**config.mk**
```make
export PLATFORM = sky130hd
export DESIGN_NAME = spq_core
export DESIGN_NICKNAME = d
export VERILOG_FILES = /design/src/hw/rtl/spq_pkg.sv /design/src/hw/rtl/spq_core.sv
export SDC_FILE = /design/constraint.sdc
export NUM_CORES = 1
export LEC_CHECK = 0
export ABC_AREA = 0
export BUFFER_PORTS_ARGS = -buffer_cell sky130_fd_sc_hd__buf_2
export CORE_MARGIN = 5
export CORE_UTILIZATION = 45
export CTS_CLUSTER_SIZE = 20
export DETAILED_ROUTE_END_ITERATION = 7
export MAX_ROUTING_LAYER = met4
export PLACE_DENSITY = 0.74
export SETUP_SLACK_MARGIN = 0.2
export SYNTH_ARGS = -nofsm -noshare
export SYNTH_HDL_FRONTEND = slang
export SYNTH_SLANG_ARGS = --single-unit
```
**constraint.sdc**
```tcl
create_clock -name clk -period 6.4 [get_ports clk]
set_input_delay 0.32 -clock clk [delete_from_list [all_inputs] [get_ports clk]]
set_output_delay 0.32 -clock clk [all_outputs]
set_load 0.01 [all_outputs]
```
**src/hw/rtl/spq_pkg.sv**
```systemverilog
// Package for the sorted priority queue: payload types, codes, states and defaults.
`default_nettype none

package spq_pkg;

	localparam int SPQ_DEPTH = 64;
	localparam int OCC_W     = 7;

	localparam logic [1:0] CMD_INSERT = 2'd0;
	localparam logic [1:0] CMD_POP    = 2'd1;
	localparam logic [1:0] CMD_CLEAR  = 2'd2;

	localparam logic [1:0] STAT_OK    = 2'd0;
	localparam logic [1:0] STAT_FULL  = 2'd1;
	localparam logic [1:0] STAT_EMPTY = 2'd2;

	typedef struct packed {
		logic [1:0]  command;
		logic [15:0] in_x;
		logic [15:0] in_y;
		logic [31:0] in_cost;
		logic [31:0] in_priority;
	} spq_req_t;

	typedef struct packed {
		logic [15:0]      out_x;
		logic [15:0]      out_y;
		logic [31:0]      out_cost;
		logic [31:0]      out_priority;
		logic [1:0]       status;
		logic [OCC_W-1:0] occupancy;
		logic             is_empty;
	} spq_rsp_t;

	// One stored slot: ordering key and the carried payload.
	typedef struct packed {
		logic [31:0] prio;
		logic [15:0] x;
		logic [15:0] y;
		logic [31:0] cost;
	} spq_entry_t;

	typedef enum logic [2:0] {
		ST_IDLE,
		ST_INS_RD,
		ST_INS_CMP,
		ST_INS_PUT,
		ST_POP_RD,
		ST_POP_WR,
		ST_FINISH
	} spq_state_t;

endpackage

`default_nettype wire

```
**src/hw/rtl/spq_core.sv**
```systemverilog
// Sequencer with the single priority comparator: walks the slot memory to insert or pop.
`default_nettype none

module spq_core #(
	parameter int QUEUE_DEPTH = spq_pkg::SPQ_DEPTH,
	localparam int AW = (QUEUE_DEPTH > 1) ? $clog2(QUEUE_DEPTH) : 1,
	localparam int CW = $clog2(QUEUE_DEPTH + 1)
) (
	input  wire logic                clk,
	input  wire logic                arst_n,
	input  wire logic                req_valid,
	output      logic                req_ready,
	input  wire spq_pkg::spq_req_t   req,
	output      logic                res_valid,
	input  wire logic                res_ready,
	output      spq_pkg::spq_rsp_t   res,
	output      logic                mem_we,
	output      logic [AW-1:0]       mem_waddr,
	output      spq_pkg::spq_entry_t mem_wdata,
	output      logic [AW-1:0]       mem_raddr,
	input  wire spq_pkg::spq_entry_t mem_rdata
);

	spq_pkg::spq_state_t state_q, state_d;
	logic [1:0]          cmd_q, status_q, status_d;
	logic [CW-1:0]       k_q, count_q, res_count;
	logic [CW-1:0]       k_dec, k_inc;
	spq_pkg::spq_entry_t new_q, pop_q;
	logic                full, empty, ge;

	assign full  = (count_q == CW'(QUEUE_DEPTH));
	assign empty = (count_q == '0);
	assign k_dec = k_q - CW'(1);
	assign k_inc = k_q + CW'(1);
	// The single compare unit: does the stored entry sort at or after the new one?
	assign ge    = (mem_rdata.prio >= new_q.prio);

	always_comb begin
		unique case (req.command)
			spq_pkg::CMD_INSERT: status_d = full  ? spq_pkg::STAT_FULL  : spq_pkg::STAT_OK;
			spq_pkg::CMD_POP:    status_d = empty ? spq_pkg::STAT_EMPTY : spq_pkg::STAT_OK;
			default:             status_d = spq_pkg::STAT_OK;
		endcase
	end

	// Next state
	always_comb begin
		state_d = state_q;
		unique case (state_q)
			spq_pkg::ST_IDLE: begin
				if (req_valid) begin
					priority if (req.command == spq_pkg::CMD_INSERT && !full) begin
						state_d = empty ? spq_pkg::ST_INS_PUT : spq_pkg::ST_INS_RD;
					end else if (req.command == spq_pkg::CMD_POP && !empty) begin
						state_d = spq_pkg::ST_POP_RD;
					end else begin
						state_d = spq_pkg::ST_FINISH;
					end
				end
			end
			spq_pkg::ST_INS_RD:  state_d = spq_pkg::ST_INS_CMP;
			spq_pkg::ST_INS_CMP: begin
				if (!ge) begin
					state_d = spq_pkg::ST_FINISH;
				end else if (k_q == CW'(1)) begin
					state_d = spq_pkg::ST_INS_PUT;
				end else begin
					state_d = spq_pkg::ST_INS_RD;
				end
			end
			spq_pkg::ST_INS_PUT: state_d = spq_pkg::ST_FINISH;
			spq_pkg::ST_POP_RD:  state_d = spq_pkg::ST_POP_WR;
			spq_pkg::ST_POP_WR: begin
				state_d = (k_inc == count_q) ? spq_pkg::ST_FINISH : spq_pkg::ST_POP_RD;
			end
			spq_pkg::ST_FINISH: begin
				if (res_ready) begin
					state_d = spq_pkg::ST_IDLE;
				end
			end
			default: state_d = spq_pkg::ST_IDLE;
		endcase
	end

	// Outputs
	always_comb begin
		req_ready = 1'b0;
		res_valid = 1'b0;
		mem_we    = 1'b0;
		mem_waddr = k_q[AW-1:0];
		mem_wdata = new_q;
		mem_raddr = k_q[AW-1:0];
		unique case (state_q)
			spq_pkg::ST_IDLE:   req_ready = 1'b1;
			spq_pkg::ST_INS_RD: mem_raddr = k_dec[AW-1:0];
			spq_pkg::ST_INS_CMP: begin
				// Either shift the stored entry up one slot or drop the new one in.
				mem_we = 1'b1;
				if (ge) begin
					mem_wdata = mem_rdata;
				end
			end
			spq_pkg::ST_INS_PUT: mem_we = 1'b1;
			spq_pkg::ST_POP_WR: begin
				mem_we    = (k_q != '0);
				mem_waddr = k_dec[AW-1:0];
				mem_wdata = mem_rdata;
			end
			spq_pkg::ST_FINISH: res_valid = 1'b1;
			default: ;
		endcase
	end

	always_comb begin
		res_count = count_q;
		if (status_q == spq_pkg::STAT_OK) begin
			unique case (cmd_q)
				spq_pkg::CMD_INSERT: res_count = k_inc - k_q + count_q;
				spq_pkg::CMD_POP:    res_count = count_q - CW'(1);
				spq_pkg::CMD_CLEAR:  res_count = '0;
				default:             res_count = count_q;
			endcase
		end
	end

	always_comb begin
		res.out_x        = pop_q.x;
		res.out_y        = pop_q.y;
		res.out_cost     = pop_q.cost;
		res.out_priority = pop_q.prio;
		res.status       = status_q;
		res.occupancy    = spq_pkg::OCC_W'(res_count);
		res.is_empty     = (res_count == '0);
	end

	always_ff @(posedge clk or negedge arst_n) begin
		if (!arst_n) begin
			state_q  <= spq_pkg::ST_IDLE;
			count_q  <= '0;
			cmd_q    <= spq_pkg::CMD_CLEAR;
			status_q <= spq_pkg::STAT_OK;
			k_q      <= '0;
		end else begin
			state_q <= state_d;
			unique case (state_q)
				spq_pkg::ST_IDLE: begin
					if (req_valid) begin
						cmd_q    <= req.command;
						status_q <= status_d;
						k_q      <= (req.command == spq_pkg::CMD_INSERT) ? count_q : '0;
					end
				end
				spq_pkg::ST_INS_CMP: begin
					if (ge) begin
						k_q <= k_dec;
					end
				end
				spq_pkg::ST_POP_WR: k_q <= k_inc;
				spq_pkg::ST_FINISH: begin
					if (res_ready) begin
						count_q <= res_count;
					end
				end
				default: ;
			endcase
		end
	end

	always_ff @(posedge clk) begin
		if (state_q == spq_pkg::ST_IDLE && req_valid) begin
			new_q <= '{prio: req.in_priority, x: req.in_x, y: req.in_y, cost: req.in_cost};
			pop_q <= '0;
		end else if (state_q == spq_pkg::ST_POP_WR && k_q == '0) begin
			pop_q <= mem_rdata;
		end
	end

endmodule

`default_nettype wire

```
Yosys cells after proc, flatten, opt, wreduce, memory -nomap -nowiden

Cells that the tools add are included.

Register bits: 213
Bits of input ports: 198

Add/sub/neg operators: 5
$lt $le $gt $ge: 1
Equal/unequal tests: 15
Mux-type cells: 25
Reductions and logical operators: 20

Operator list:

| kind                                                                   | count |
|---|---|
| 96-bit case mux with 2 select lines                                    | 1 |
| 96-bit 2-to-1 mux                                                      | 1 |
| 7-bit case mux with 3 select lines                                     | 2 |
| 32-bit greater-or-equal comparator                                     | 1 |
| 7-bit 2-to-1 mux                                                       | 4 |
| 7-bit logical NOT                                                      | 3 |
| 3-bit case mux with 7 select lines                                     | 1 |
| 7-bit by 1-bit subtractor with 7-bit output (second input constant)    | 2 |
| 3-bit 2-to-1 mux                                                       | 4 |
| 6-bit 2-to-1 mux                                                       | 2 |
| 2-bit 2-to-1 mux                                                       | 5 |
| 3-bit equality test (second input constant)                            | 3 |
| 7-bit by 1-bit adder with 7-bit output (second input constant)         | 1 |
| 7-bit adder                                                            | 1 |
| 7-bit by 1-bit equality test with 1-bit output (second input constant) | 1 |
| 7-bit equality test                                                    | 1 |
| 7-bit equality test (second input constant)                            | 1 |
| 7-bit nonzero test                                                     | 1 |
| 7-bit subtractor                                                       | 1 |
| 3-bit by 2-bit equality test with 1-bit output (second input constant) | 2 |
| 2-bit logical NOT                                                      | 3 |
| 2-bit != test (second input constant)                                  | 3 |
| 2-bit AND reduction                                                    | 3 |
| 2-bit by 1-bit equality test with 1-bit output (second input constant) | 2 |
| 11 further kinds                                                       | 17 |

Logic depth before layout (Yosys ltp)

Gate-level depths: netlist of run 1.

Word-level depth: 7
Depth in mapped cells: 12
Depth with buffers taken out: 10

Worst setup path before layout of run 1

Ideal clock, no wire load.

Kind: flip-flop to flip-flop
From: register state_q[1]
To: register new_q[0] (netlist bit) (enable)
Library setup time: 498 ps
Arrival: 4354 ps
Path slack: 1548 ps
Stages on the path, launching flop included: 7
Path buffers: 3
Path through: dfrtp_1 > clkbuf_1 > nor3_1 > nand2_1 > inv_1 > clkbuf_1 > clkbuf_1

Longest elaborated chain between the ends: 2

RTL lines:

| what                     | line            | RTL |
|---|---|---|
| start: declaration       | spq_core.sv:24  | `spq_pkg::spq_state_t state_q, state_d;` |
| start signal: assignment | spq_core.sv:138 | `state_q <= spq_pkg::ST_IDLE;` |
| start signal: assignment | spq_core.sv:144 | `state_q <= state_d;` |
| 3-bit logical NOT        | spq_core.sv:170 | `if (state_q == spq_pkg::ST_IDLE && req_valid) begin` |
| 1-bit logical AND        | spq_core.sv:170 |  |
| end signal: assignment   | spq_core.sv:171 | `new_q <= '{prio: req.in_priority, x: req.in_x, y: req.in_y, cost: req.in_cost};` |
| end: declaration         | spq_core.sv:28  | `spq_pkg::spq_entry_t new_q, pop_q;` |

No other way between the ends.
A chain may end at the register's enable or synchronous reset.

==> results by group, run 1 <==
Finish
  • Final nets: 1748
  • Final cell count without fillers: 1814
  • Layout cells sized above 1: 37.7%
  • Area growth syn-to-layout: 38.9%
  • Fillers: 1814

Detailed routing
  • First drt pass iteration count: 5
  • Per-cell routed wire length: 20.3 um
  • DR vias/cell: 5.41
  • DRC: 0
  • Post-Route WL: 36900 um
  • DR vias: 9822
  • DRT antenna net count: 0
  • 1st-iter DRT viols: 649

Floorplanning
  • Die Width: 161 um
  • Row cnt: 55
  • Core box area: 22600 um2
  • Top Ports: 415
  • Height of the die: 161 um
  • Initial core utilization: 45.7%
  • Die area: 26000 um2

Clocking
  • Htree depth: 1
  • Clock sinks: 213
  • # hold bufs at CTS: 95
  • TritonCTS Buffers: 25
  • Root buf cell: clkbuf_16
  • Deepest clock path buffer count: 3
  • CTS tree: yes
  • CTS-repair resized insts: 0
  • Clk slew on worst S/H paths: 60 ps
  • Worst-Skew Late Latency: 530 ps
  • Post-CTS Setup Repair Bufs: 0

Worst hold path
  • Worst hold endpoint: new_q[28]
  • Hold depth: 1
  • Hold path startpoint: req[60]
  • Worst hold path class: in2reg

Critical path
  • Worst R2R Setup Slack: 2980 ps
  • Worst Setup Path Type: reg2out
  • Critical Path RT: 6080 ps
  • Worst-path maximum fanout: 58
  • Reg2Reg Depth: 8
  • CP Launch Type: flip-flop
  • Reg2reg end: res[99]
  • Reg2Reg Launch Point: k_q[2]
  • Crit end category: output port
  • Crit path DAT: 3800 ps

Timing
  • Setup TNS: 0 ps
  • Max_slew headroom: 28.8%
  • Finish-stage setup viols: 0
  • F_max: 0.243 GHz
  • Clock skew: 18.7 ps
  • Hold Vio Cnt, Final: 0
  • Final worst-path cycle share: 64.4%
  • Minimum clock period: 4120 ps
  • Least-Margin Pin Slew: 1070 ps
  • RSZ-0062 raised after global routing: no
  • Final slew viol count: 0

Power
  • Pwr dens: 500 nW/um2
  • Maximum vdd drop: 294 uV
  • Leakage: 6.38 nW

Outcome
  • Status: complete, no violations

Run
  • Max-cap violations: 0

Synthesis
  • Synth top area cells: edfxtp_1, dfxtp_1, mux2_2
  • Mapped cell area: 10300 um2
  • Mapped Cells: 1033
  • Synth area leader: edfxtp_1
  • Synth top area share: 28.0%
  • Ys Warns: 0
  • Predominant post-synthesis flop cell: edfxtp_1
  • Post-Syn Nets: 1273
  • Async SR Flop Fraction: 9.86%
  • Mean Syn Cell Area: 9.98 um2
  • Post-synth EDFFs: 96
  • Sequential share of the synthesized area: 51.7%
  • #FFs+latches synth: 213
  • Synth cell types: 64

Global routing
  • Total grt overflow: 0
  • Vias in the first global route: 9881
  • Initial antenna violation count: 2
  • First-pass GRT wire length: 55100 um
  • Largest net degree at the start of global routing: 116
  • GRT Resource Usage Total: 27.5%

Placed design
  • DP HPWL: 25800 um
  • Gp weighted congestion: 0.971
  • Placed Instances: 1671
  • Port Buffers: 414
-- placed cells by master (no fill, tap or decap), types with 7 or more instances in the layout --
master         count
xnor2_1           20
edfxtp_1          96
o21ai_0           20
nand2_1          258
nor2_1            24
buf_2            414
clkbuf_8           8
dfrtp_1           20
ha_1              42
inv_1             46
dlygate4sd3_1     95
mux2_2           103
a21oi_1          121
nor3_1            12
xor2_1             7
dfxtp_1           96
clkbuf_16         25
-- how the worst max path moves through the flow --
stage / startpoint / end / cells past startpoint
floorplan: state_q[1] / new_q[0] / 6
finish: new_q[64] / mem_wdata[10] / 10
global placement: mem_rdata[64] / mem_wdata[50] / 12
global route: new_q[64] / mem_wdata[10] / 10
detailed placement: mem_rdata[64] / mem_wdata[34] / 12
CTS: new_q[64] / mem_wdata[34] / 10
-- per-layer routing --
metal | part of all wire (%) | GRT usage [%]
met2 | 49 | 45.4
met1 | 38 | 32.4
met4 | 5.6 | 13.4
met5 | 0 | -
met3 | 7.5 | 5.21
-- report_power, final --
group	internal [mW]	switching (mW)	leakage [nW]
Combinational	1.48	1.92	4.05
Sequential	1.95	0.385	1.93
Clock	0.821	0.602	0.403
Total	4.24	2.91	6.38
-- cells by family after synthesis --
family	after synthesis	synth area share (%)
flops	213	51.7
fa+ha+maj	42	5.10
simple gates	334	13.4
xor+xnor	27	2.29
mux	107	11.6
compound gates	195	11.1
buf+inv	115	4.66
-- area by class of cell --
class / count / area, um2 / share of cell area (%)
Tap cell: 285 / 357 / 2.49
Sequential cell: 213 / 5330 / 37.2
Timing Repair Buffer: 515 / 3080 / 21.5
Clock buffer: 36 / 747 / 5.22
Inverter: 48 / 185 / 1.29
Multi-Input combinational cell: 705 / 4520 / 31.6
Antenna cell: 2 / 5.00 / 0.0350
Clock inverter: 10 / 87.6 / 0.612
-- flip-flops by register name, summed over array words and instances, names as in the netlist --
register / flops
k_q: 7
new_q: 96
res: 96
state_q: 3
cmd_q: 2
status_q: 2
count_q: 7
-- Yosys cell counts, drive strengths merged (5+ instances only) --
| cell | number |
|---|---|
| inv | 47 |
| nor2 | 25 |
| xnor2 | 20 |
| o21ai | 21 |
| ha | 42 |
| buf | 24 |
| dfxtp | 96 |
| xor2 | 7 |
| nand3 | 7 |
| edfxtp | 96 |
| nand2 | 258 |
| dfrtp | 20 |
| a21oi | 122 |
| nor3 | 12 |
| clkbuf | 43 |
| mux2 | 103 |
| nand4 | 5 |
-- stage by stage --
step	area [um2]	setup WS (ps)	utilization [%]	total power, mW	hold slack [ps]
after detailed placement	12500	2860	55.5	5.65	340
final	14300	2280	63.4	7.15	36.4
after CTS	14300	2320	63.4	7.13	4.45
after global placement	12500	2940	55.5	5.56	335
after floorplan	10300	1550	-	4.39	24.4
after global routing	14300	2160	63.4	7.57	7.38
-- worst max-delay path: stages, from the launching register on --
cell       delay, ps
edfxtp_1         400
ha_1             280
nand2b_1         100
a2111oi_0         90
o31ai_1          440
a21oi_1          170
o221a_2          340
a21oi_4          170
buf_4            610
mux2_2           430
buf_2            160
Power figures use the tool's default switching activity.
==> run 2, diff against run 1 <==
CORE_UTILIZATION = 44   (was 45)
PLACE_DENSITY = 0.76   (was 0.74)
clock period = 3.77 ns   (was 6.4 ns; I/O delays follow)
==> results by group, run 2 (synthesized netlist as in run 1, its figures left out) <==
Critical path
  • Worst R2R Setup Slack: 1030 ps (-1950 ps)
  • Critical path's top delay family: compound AO/OA/AOI/OAI gates
  • Worst-path maximum fanout: 27 (-53%)
  • Worst path cell trace: ha_1 > nand2b_1 > a2111oi_4 > o31ai_4 > a21oi_2 > o221a_4 > a21oi_4 > buf_4 > buf_12 > mux2_2 > buf_2
  • CP Launch Type: flip-flop
  • Critical Path RT: 3580 ps (-2500 ps)
  • Crit end category: output port
  • Crit-path slowest cell: edfxtp_1
  • Crit path DAT: 3310 ps (-490 ps)
  • Crit-path max cell delay: 390 ps (-220 ps)
  • Worst Setup Path Type: reg2out
  • WP buf/inv: 3 (+1)

Power
  • Pwr dens: 818 nW/um2 (+64%)
  • Maximum vdd drop: 659 uV (+120%)
  • Total power: 12.8 mW (+79%)
  • Leakage: 6.91 nW (+8.3%)

Detailed routing
  • 1st-iter DRT viols: 858 (+32%)
  • DR vias: 10772 (+9.7%)
  • DR vias/cell: 5.49 (+1.4%)
  • DRT antenna net count: 0 (unchanged)
  • First drt pass iteration count: 8 (+3)
  • DRC: 0 (unchanged)
  • Post-Route WL: 41800 um (+13%)
  • Per-cell routed wire length: 21.3 um (+4.9%)

Timing
  • F_max: 0.286 GHz
  • Final worst slack: 270 ps (-2010 ps)
  • Minimum clock period: 3500 ps
  • Setup TNS: 0 ps (unchanged)
  • Final worst-path cycle share: 92.9%
  • Finish-stage setup viols: 0 (unchanged)
  • Hold slack final: 32.6 ps (-3.75 ps)
  • Hold Vio Cnt, Final: 0 (unchanged)
  • RSZ-0062 raised after global routing: yes
  • Final slew viol count: 0 (unchanged)
  • Max_slew headroom: 34.7% (+5.9 points)
  • Clock skew: 19.2 ps (+0.513 ps)
  • Least-Margin Pin Slew: 978 ps (-90.1 ps)

Floorplanning
  • Row cnt: 56 (+1.8%)
  • Initial core utilization: 44.3% (-1.4 points)
  • Die area: 26600 um2 (+2.1%)
  • Die Width: 163 um (+1.1%)
  • Height of the die: 163 um (+1.1%)
  • Top Ports: 415 (unchanged)
  • Core box area: 23300 um2 (+3.1%)

Placed design
  • Port Buffers: 414 (unchanged)
  • Placed Instances: 1711 (+2.4%)
  • DP Worst Slack: 564 ps (-2300 ps)
  • Gp weighted congestion: 0.948 (-2.3%)
  • DP HPWL: 25000 um (-3.2%)
  • Dpl cell area: 12700 um2 (+1.2%)

Global routing
  • Vias in the first global route: 10940 (+11%)
  • GRT Resource Usage Total: 30.2% (+2.7 points)
  • First-pass GRT wire length: 61200 um (+11%)
  • Largest net degree at the start of global routing: 80 (-31%)
  • Total grt overflow: 0 (unchanged)
  • Initial antenna violation count: 3 (+1)

Worst hold path
  • Worst hold path class: in2reg

Finish
  • Commonest non-fill, non-tap cell in the layout: buf_2
  • Fillers: 1667 (-8.1%)
  • Area growth syn-to-layout: 52.1%
  • Final cell count without fillers: 1962 (+8.2%)
  • Fin util: 67.4% (+4.0 points)
  • Most frequent cells in the layout: buf_2, nand2_1, dlygate4sd3_1
  • Final nets: 1861 (+6.5%)
  • Layout cells sized above 1: 36.3% (-1.4 points)
  • Design area: 15700 um2 (+9.5%)

Clocking
  • Deepest clock path buffer count: 3 (unchanged)
  • Worst-Skew Late Latency: 540 ps (about the same)
  • Htree depth: 1 (unchanged)
  • CTS tree: yes
  • Root buf cell: clkbuf_16
  • Clock sinks: 213 (unchanged)
  • TritonCTS Buffers: 24 (-4.0%)
  • Clk slew on worst S/H paths: 60 ps (about the same)

Outcome
  • Status: complete, no violations

Run
  • Max-cap violations: 0 (unchanged)
-- run 2: cell types whose count changed in the layout (fill, tap and decap cells not counted), moves of 4 or more --
cell / before / now
clkbuf_1: 3 / 9
clkbuf_8: 8 / 3
buf_4: 5 / 9
dlygate4sd3_1: 95 / 195
buf_12: 1 / 6
-- run 2: worst paths after layout --
path / start / to / cells after the start
setup / recovery: new_q[64] / mem_wdata[94] / 11
hold / removal: req_valid / state_q[2] / 3
setup reg to reg: k_q[0] / count_q[5] / 10
hold reg to reg: res[17] / res[17] / 2
max in group asynchronous: arst_n / k_q[1] / 2
min in group asynchronous: arst_n / state_q[2] / 2
-- run 2: cell type report --
type,count,area (um2),area share (%)
Antenna cell,4,10.0,0.0638
Timing Repair Buffer,629,4330,27.6
Inverter,48,189,1.20
Sequential cell,213,5330,34.0
Clock inverter,8,118,0.750
Tap cell,319,399,2.55
Multi-Input combinational cell,705,4630,29.5
Clock buffer,36,676,4.31
-- run 2: power by group --
group          total [mW]  internal [mW]  switching [mW]
registers            3.97           3.31           0.662
clock network        2.37           1.38           0.990
logic                6.48           2.84            3.64
total                12.8           7.53            5.29
-- run 2: repair_timing --
action,4_1_cts,5_1_grt
endpoints found under the setup margin,97,78
cloned,1,3
resized for setup,9,15
endpoints found under the hold margin,216,0
buffers inserted,0,4
hold buffers,195,0
pin swaps,3,5
-- run 2: routing by layer --
metal	track usage (%)	up-vias	share of wire, %
li1	-	4781	-
met1	34.3	5034	35
met2	50.1	749	49
met3	6.28	208	9.6
met4	16.6	0	6.8
met5	-	-	0
-- run 2: worst reg2reg max path: stages (launching register included) --
cell and delay (ps):
dfrtp_1 410, buf_4 200, nor2_1 260, a21oi_2 80, ha_1 340, a32o_1 220, nor2_1 160, o21ai_0 140
xor2_1 160, a221o_1 390, mux2_2 270
